[config.mk]
export PLATFORM = sky130hd
export DESIGN_NAME = tvp_isqrt
export DESIGN_NICKNAME = d
export VERILOG_FILES = /design/src/rtl/core/tvp_pkg.sv /design/src/rtl/core/tvp_isqrt.sv
export SDC_FILE = /design/constraint.sdc
export NUM_CORES = 2
export LEC_CHECK = 0
export BUFFER_PORTS_ARGS = -buffer_cell sky130_fd_sc_hd__buf_4
export CORE_AREA = 5 5 349 607
export CTS_CLUSTER_DIAMETER = 50
export DETAILED_ROUTE_END_ITERATION = 8
export DIE_AREA = 0 0 354 612
export SLEW_MARGIN = 15
export SYNTH_ARGS = -nofsm -noshare
export SYNTH_HDL_FRONTEND = slang
export SYNTH_SLANG_ARGS = --single-unit
[constraint.sdc]
create_clock -name clk_i -period 3.75 [get_ports clk_i]
set_input_delay 0.5625 -clock clk_i [delete_from_list [all_inputs] [get_ports clk_i]]
set_output_delay 0.5625 -clock clk_i [all_outputs]
set_load 0.02 [all_outputs]
[src/rtl/core/tvp_pkg.sv]
// trapezoid velocity profile: shared types, widths and constants
// used by every module of the block, no dependencies
`timescale 1ns / 1ps

package tvp_pkg;

  localparam int unsigned SPD_W    = 20;
  localparam int unsigned ACC_W    = 27;
  localparam int unsigned LEN_W    = 22;
  localparam int unsigned TIME_W   = 32;
  localparam int unsigned SQ_W     = 2 * SPD_W;          // speed squared
  localparam int unsigned PROD_W   = ACC_W + LEN_W;      // accel times length
  localparam int unsigned VSQ_W    = 50;                 // squared peak speed
  localparam int unsigned ROOT_W   = VSQ_W / 2;
  localparam int unsigned DIV_NW   = 62;                 // divider dividend and quotient
  localparam int unsigned DIV_DW   = ACC_W + 1;          // divider divisor
  localparam int unsigned DIV_LAT  = DIV_NW;
  localparam int unsigned SQRT_LAT = ROOT_W;

  localparam logic [SPD_W-1:0]  US_PER_S  = 20'd1000000;
  localparam logic [SPD_W-1:0]  SPEED_MAX = '1;
  localparam logic [LEN_W-1:0]  DIST_MAX  = '1;
  localparam logic [TIME_W-1:0] TIME_MAX  = '1;

  typedef enum logic {
    PROF_CRUISE   = 1'b0,
    PROF_TRIANGLE = 1'b1
  } profile_e;

  typedef struct packed {
    logic [SPD_W-1:0] requested_speed;
    logic [SPD_W-1:0] start_speed;
    logic [SPD_W-1:0] end_speed;
    logic [ACC_W-1:0] accel_rate;
    logic [LEN_W-1:0] move_length;
  } tvp_in_t;

  typedef struct packed {
    logic [LEN_W-1:0]  accel_distance;
    logic [LEN_W-1:0]  decel_distance;
    logic [SPD_W-1:0]  top_speed;
    profile_e          profile_kind;
    logic [TIME_W-1:0] move_time;
  } tvp_out_t;

  // result fields settled before the time division
  typedef struct packed {
    logic [LEN_W-1:0] accel_distance;
    logic [LEN_W-1:0] decel_distance;
    logic [SPD_W-1:0] top_speed;
    profile_e         profile_kind;
  } tvp_res_t;

  typedef struct packed {
    tvp_in_t           mv;
    logic              sgn_ad;
    logic              sgn_dd;
    logic              sgn_a2;
    logic [ROOT_W-1:0] root;
  } tvp_side1_t;

  typedef struct packed {
    tvp_res_t res;
    logic     sgn_t1;
    logic     sgn_t3;
    logic     top_zero;
  } tvp_side2_t;

endpackage

[src/rtl/core/tvp_isqrt.sv]
// pipelined integer square root, one root bit per stage
// depends on tvp_pkg for widths
`timescale 1ns / 1ps

module tvp_isqrt (
  input  logic                       clk_i,
  input  logic                       en_i,
  input  logic [tvp_pkg::VSQ_W-1:0]  x_i,
  output logic [tvp_pkg::ROOT_W-1:0] root_o
);
  import tvp_pkg::*;

  localparam int unsigned RW = ROOT_W + 2;

  logic [VSQ_W-1:0]  x_q    [SQRT_LAT-1];
  logic [RW-1:0]     rem_q  [SQRT_LAT-1];
  logic [ROOT_W-1:0] root_q [SQRT_LAT];

  logic [VSQ_W-1:0]  x_in    [SQRT_LAT];
  logic [RW-1:0]     rem_in  [SQRT_LAT];
  logic [ROOT_W-1:0] root_in [SQRT_LAT];
  logic [VSQ_W-1:0]  x_d     [SQRT_LAT];
  logic [RW-1:0]     rem_d   [SQRT_LAT];
  logic [ROOT_W-1:0] root_d  [SQRT_LAT];

  always_comb begin
    x_in[0]    = x_i;
    rem_in[0]  = '0;
    root_in[0] = '0;
    for (int k = 1; k < SQRT_LAT; k++) begin
      x_in[k]    = x_q[k-1];
      rem_in[k]  = rem_q[k-1];
      root_in[k] = root_q[k-1];
    end
  end

  // bring down two bits, try root*4+1 against the partial remainder
  always_comb begin
    logic [RW+1:0] rp;
    logic [RW+1:0] trial;
    logic [RW+1:0] diff;
    logic          ge;
    for (int k = 0; k < SQRT_LAT; k++) begin
      rp        = {rem_in[k], x_in[k][VSQ_W-1 -: 2]};
      trial     = {2'b00, root_in[k], 2'b01};
      diff      = rp - trial;
      ge        = (rp >= trial);
      rem_d[k]  = ge ? diff[RW-1:0] : rp[RW-1:0];
      root_d[k] = {root_in[k][ROOT_W-2:0], ge};
      x_d[k]    = {x_in[k][VSQ_W-3:0], 2'b00};
    end
  end

  always_ff @(posedge clk_i) begin
    if (en_i) begin
      for (int k = 0; k < SQRT_LAT; k++) begin
        root_q[k] <= root_d[k];
      end
      for (int k = 0; k < SQRT_LAT - 1; k++) begin
        rem_q[k] <= rem_d[k];
        x_q[k]   <= x_d[k];
      end
    end
  end

  assign root_o = root_q[SQRT_LAT-1];

endmodule

==> metrics.cfg <==
[power]
p_leak_uw = 0.0316
peakVddDrop_mv = 0.430
p_per_area_mw_per_mm2 = 572

[grt]
grt_max_degree = 113
grt_pass1_vias = 46600
grt_usage_pct = 14.7
grt_pass1_wl_um = 251000
globalRoute.busiestLayer = met2
grt_overflow = 0
antenna_found_initial = 2
use_met3_pct = 1.90
use_met1_pct = 10.9
grtUsageMet2_pct = 32.6

[placement]
post-place-ws_ns = 0.0332
place_area_mm2 = 0.0772
port_buffers = 76
gp_congestion = 0.926
dp_hpwl_um = 124000

[floorplanning]
die_area_mm2 = 0.217
die_x_um = 354
io_pins = 77
num_rows = 221
core_mm2 = 0.207
start_util_pct = 34.7
die_y_um = 612

[clock_tree]
cts_sinks = 1536
clk_pin_slew_ns = 0.06
clkLatencyLatePin_ns = 0.81
root_buffer = clkbuf_16
cts_buffers = 162
cts_buffer_depth = 4
cts_tree = done
cts-htree-levels = 4

[timing]
fin_ws_ns = 0.195
setup_tns_ns = 0
relSlewSlack_pct = 19.9
final.min_clock_period_ns = 3.55
rsz0062_at_grt = no
clock.fmax_ghz = 0.281
setup_viol = 0
min_period_over_period_pct = 94.8
finClkSkew_ns = 0.0747
hold_violations = 0
slew_viol_final = 0
tightestPinTransition_ns = 1.18
worst_hold_slack_ns = 0.247

[synth]
async_flop_share_pct = 0
post_synth_instance_area_mm2 = 0.0718
ys_seq_area_share_pct = 64.3
yosys.cell_types.count = 92
ys.flop_type = edfxtp_1
post_synth.cell_area_avg_um2 = 13.0
syn-num-nets = 5942
synth_warnings = 0
synth_edf_count = 1536
yosys_register_bits = 1536
syn-instance-count = 5538

[drt]
antenna_left = 0
vias = 44000
wl_per_cell_um = 18.8
avgViaCountPerCell = 5.04
route.detailed.drc = 0
drt_pre_antenna_iters = 7
drt-initial-drc-count = 2217
drt-total-wl_um = 164000

[final_layout]
final_layout_size_suffix_gt1_share_pct = 10.2
fin_nets = 6343
areaGrowthSynthToFinish_pct = 15.5
fin_area_mm2 = 0.0829
fillers = 19100

[critical_path]
worstSetupEndpointType = register
crit_path_max_fanout = 7
startpoint_type = register
cp.required_ns = 4.27
critPathArrivalTime_ns = 4.07
critPathKind = register to register

[hold_path]
hp-class = primary input to register

[run_status]
outcome = finished, final reports clean

[flow_run]
maxCapViolCount = 0

-- kinds of logic (layout without fill, tap and decap cells) --
family          after synthesis  after routing  share of synthesized area (%)
flops                      1536           1536                           64.3
simple gates               1454           1454                           10.2
compound gates             1108           1108                           9.72
buf+inv                     545           1060                           2.88
xor+xnor                    489            489                           5.97
fa+ha+maj                   352            352                           6.14
mux                          53             53                          0.809
other cells                   1              2                        0.00523
-- worst max-delay path: stages, from the launching register on --
cell and delay [ns]:
edfxtp_1 0.39, inv_1 0.06, ha_1 0.37, nand4_1 0.22, nor4_2 0.45, buf_4 0.19
o21ai_0 0.25, a211oi_1 0.44, o311ai_1 0.43, nor4_1 0.37, xor2_1 0.10
-- stage by stage --
step	total power [µW]	utilization, %	instances
6_report	47400	40.1	8730
4_1_cts	48000	40.1	8729
3_3_place_gp	31800	37.4	8400
5_1_grt	49700	40.1	8730
3_5_place_dp	31900	37.4	8400
2_1_floorplan	28500	-	5538
-- where the power goes --
group | leakage (µW) | internal [µW] | switching [µW]
Clock | 0.00251 | 9240 | 6520
Combinational | 0.0144 | 3720 | 5170
Sequential | 0.0147 | 21400 | 1280
-- repair_timing --
| item | CTS | global route |
|---|---|---|
| setup endpoints to repair | 1 | 11 |
| gates resized for setup | 1 | 3 |
| hold buffers | 51 | 0 |
| setup buffers | 0 | 0 |
| endpoints found under the hold margin | 50 | 0 |
-- registers in the layout (all words and copies together) (netlist names) --
signal and cells:
rem_q 611, root_q 325, x_q 600
-- cells in the final DEF, fill, tap and decap left out, types with 36 or more instances in the layout --
master	Yosys	routed
a211oi_1	37	37
inv_1	442	442
o31ai_1	47	47
clkbuf_16	0	167
a21oi_1	286	286
or4_1	52	52
buf_4	1	265
ha_1	352	352
or3_1	40	40
nor4_1	76	75
dlygate4sd3_1	0	51
mux2_2	40	40
nand3_1	99	99
edfxtp_1	1536	1536
xnor2_1	235	235
or2_2	36	36
a31oi_1	49	45
xor2_1	254	254
nor3_1	143	143
nor2b_1	44	44
nor2_1	341	340
nand4_1	60	60
nand2_1	358	358
o21a_1	71	71
nand2b_1	65	65
o21ai_0	298	298
a21o_1	138	138
-- cells in the mapped netlist, types with 37 or more instances --
cell	n	area [µm²]
a211oi_1	37	278
a21o_1	138	1040
a21oi_1	286	1430
a31oi_1	49	307
clkbuf_1	88	330
edfxtp_1	1536	46100
ha_1	352	4400
inv_1	442	1660
mux2_2	40	450
nand2_1	358	1340
nand2b_1	65	407
nand3_1	99	495
nand4_1	60	375
nor2_1	341	1280
nor2b_1	44	275
nor3_1	143	716
nor4_1	76	475
o21a_1	71	533
o21ai_0	298	1490
o31ai_1	47	353
or3_1	40	250
or4_1	52	390
xnor2_1	235	2060
xor2_1	254	2220
-- layout make-up --
| type | instances | area, µm² | area share [%] |
|---|---|---|---|
| sequential | 1536 | 46100 | 55.6 |
| multi-input combinational | 3457 | 23700 | 28.5 |
| clock buffer | 193 | 4280 | 5.16 |
| tap | 2676 | 3350 | 4.04 |
| timing repair buffer | 338 | 2950 | 3.56 |
| inverter | 444 | 1670 | 2.01 |
| clock inverter | 85 | 868 | 1.05 |
| antenna | 1 | 2.50 | 0.00302 |
-- path summary, 6_finish.rpt --
path / start / end / slack, ns / cells past startpoint
max: root_q[0][204] / rem_q[1][51] / 0.20 / 10
max reg2reg: root_q[0][204] / rem_q[1][51] / 0.20 / 10
min: en_i / rem_q[0][26] / 0.25 / 1
min reg2reg: x_q[1][279] / x_q[1][329] / 0.39 / 0
-- layer usage --
| layer | vias to the layer above | wire length, µm |
|---|---|---|
| li1 | 21400 | - |
| met4 | 0 | 13000 |
| met2 | 885 | 99400 |
| met1 | 21200 | 46900 |
| met5 | - | 0 |
| met3 | 516 | 4570 |
No activity file was read; power rests on OpenSTA's default activity.
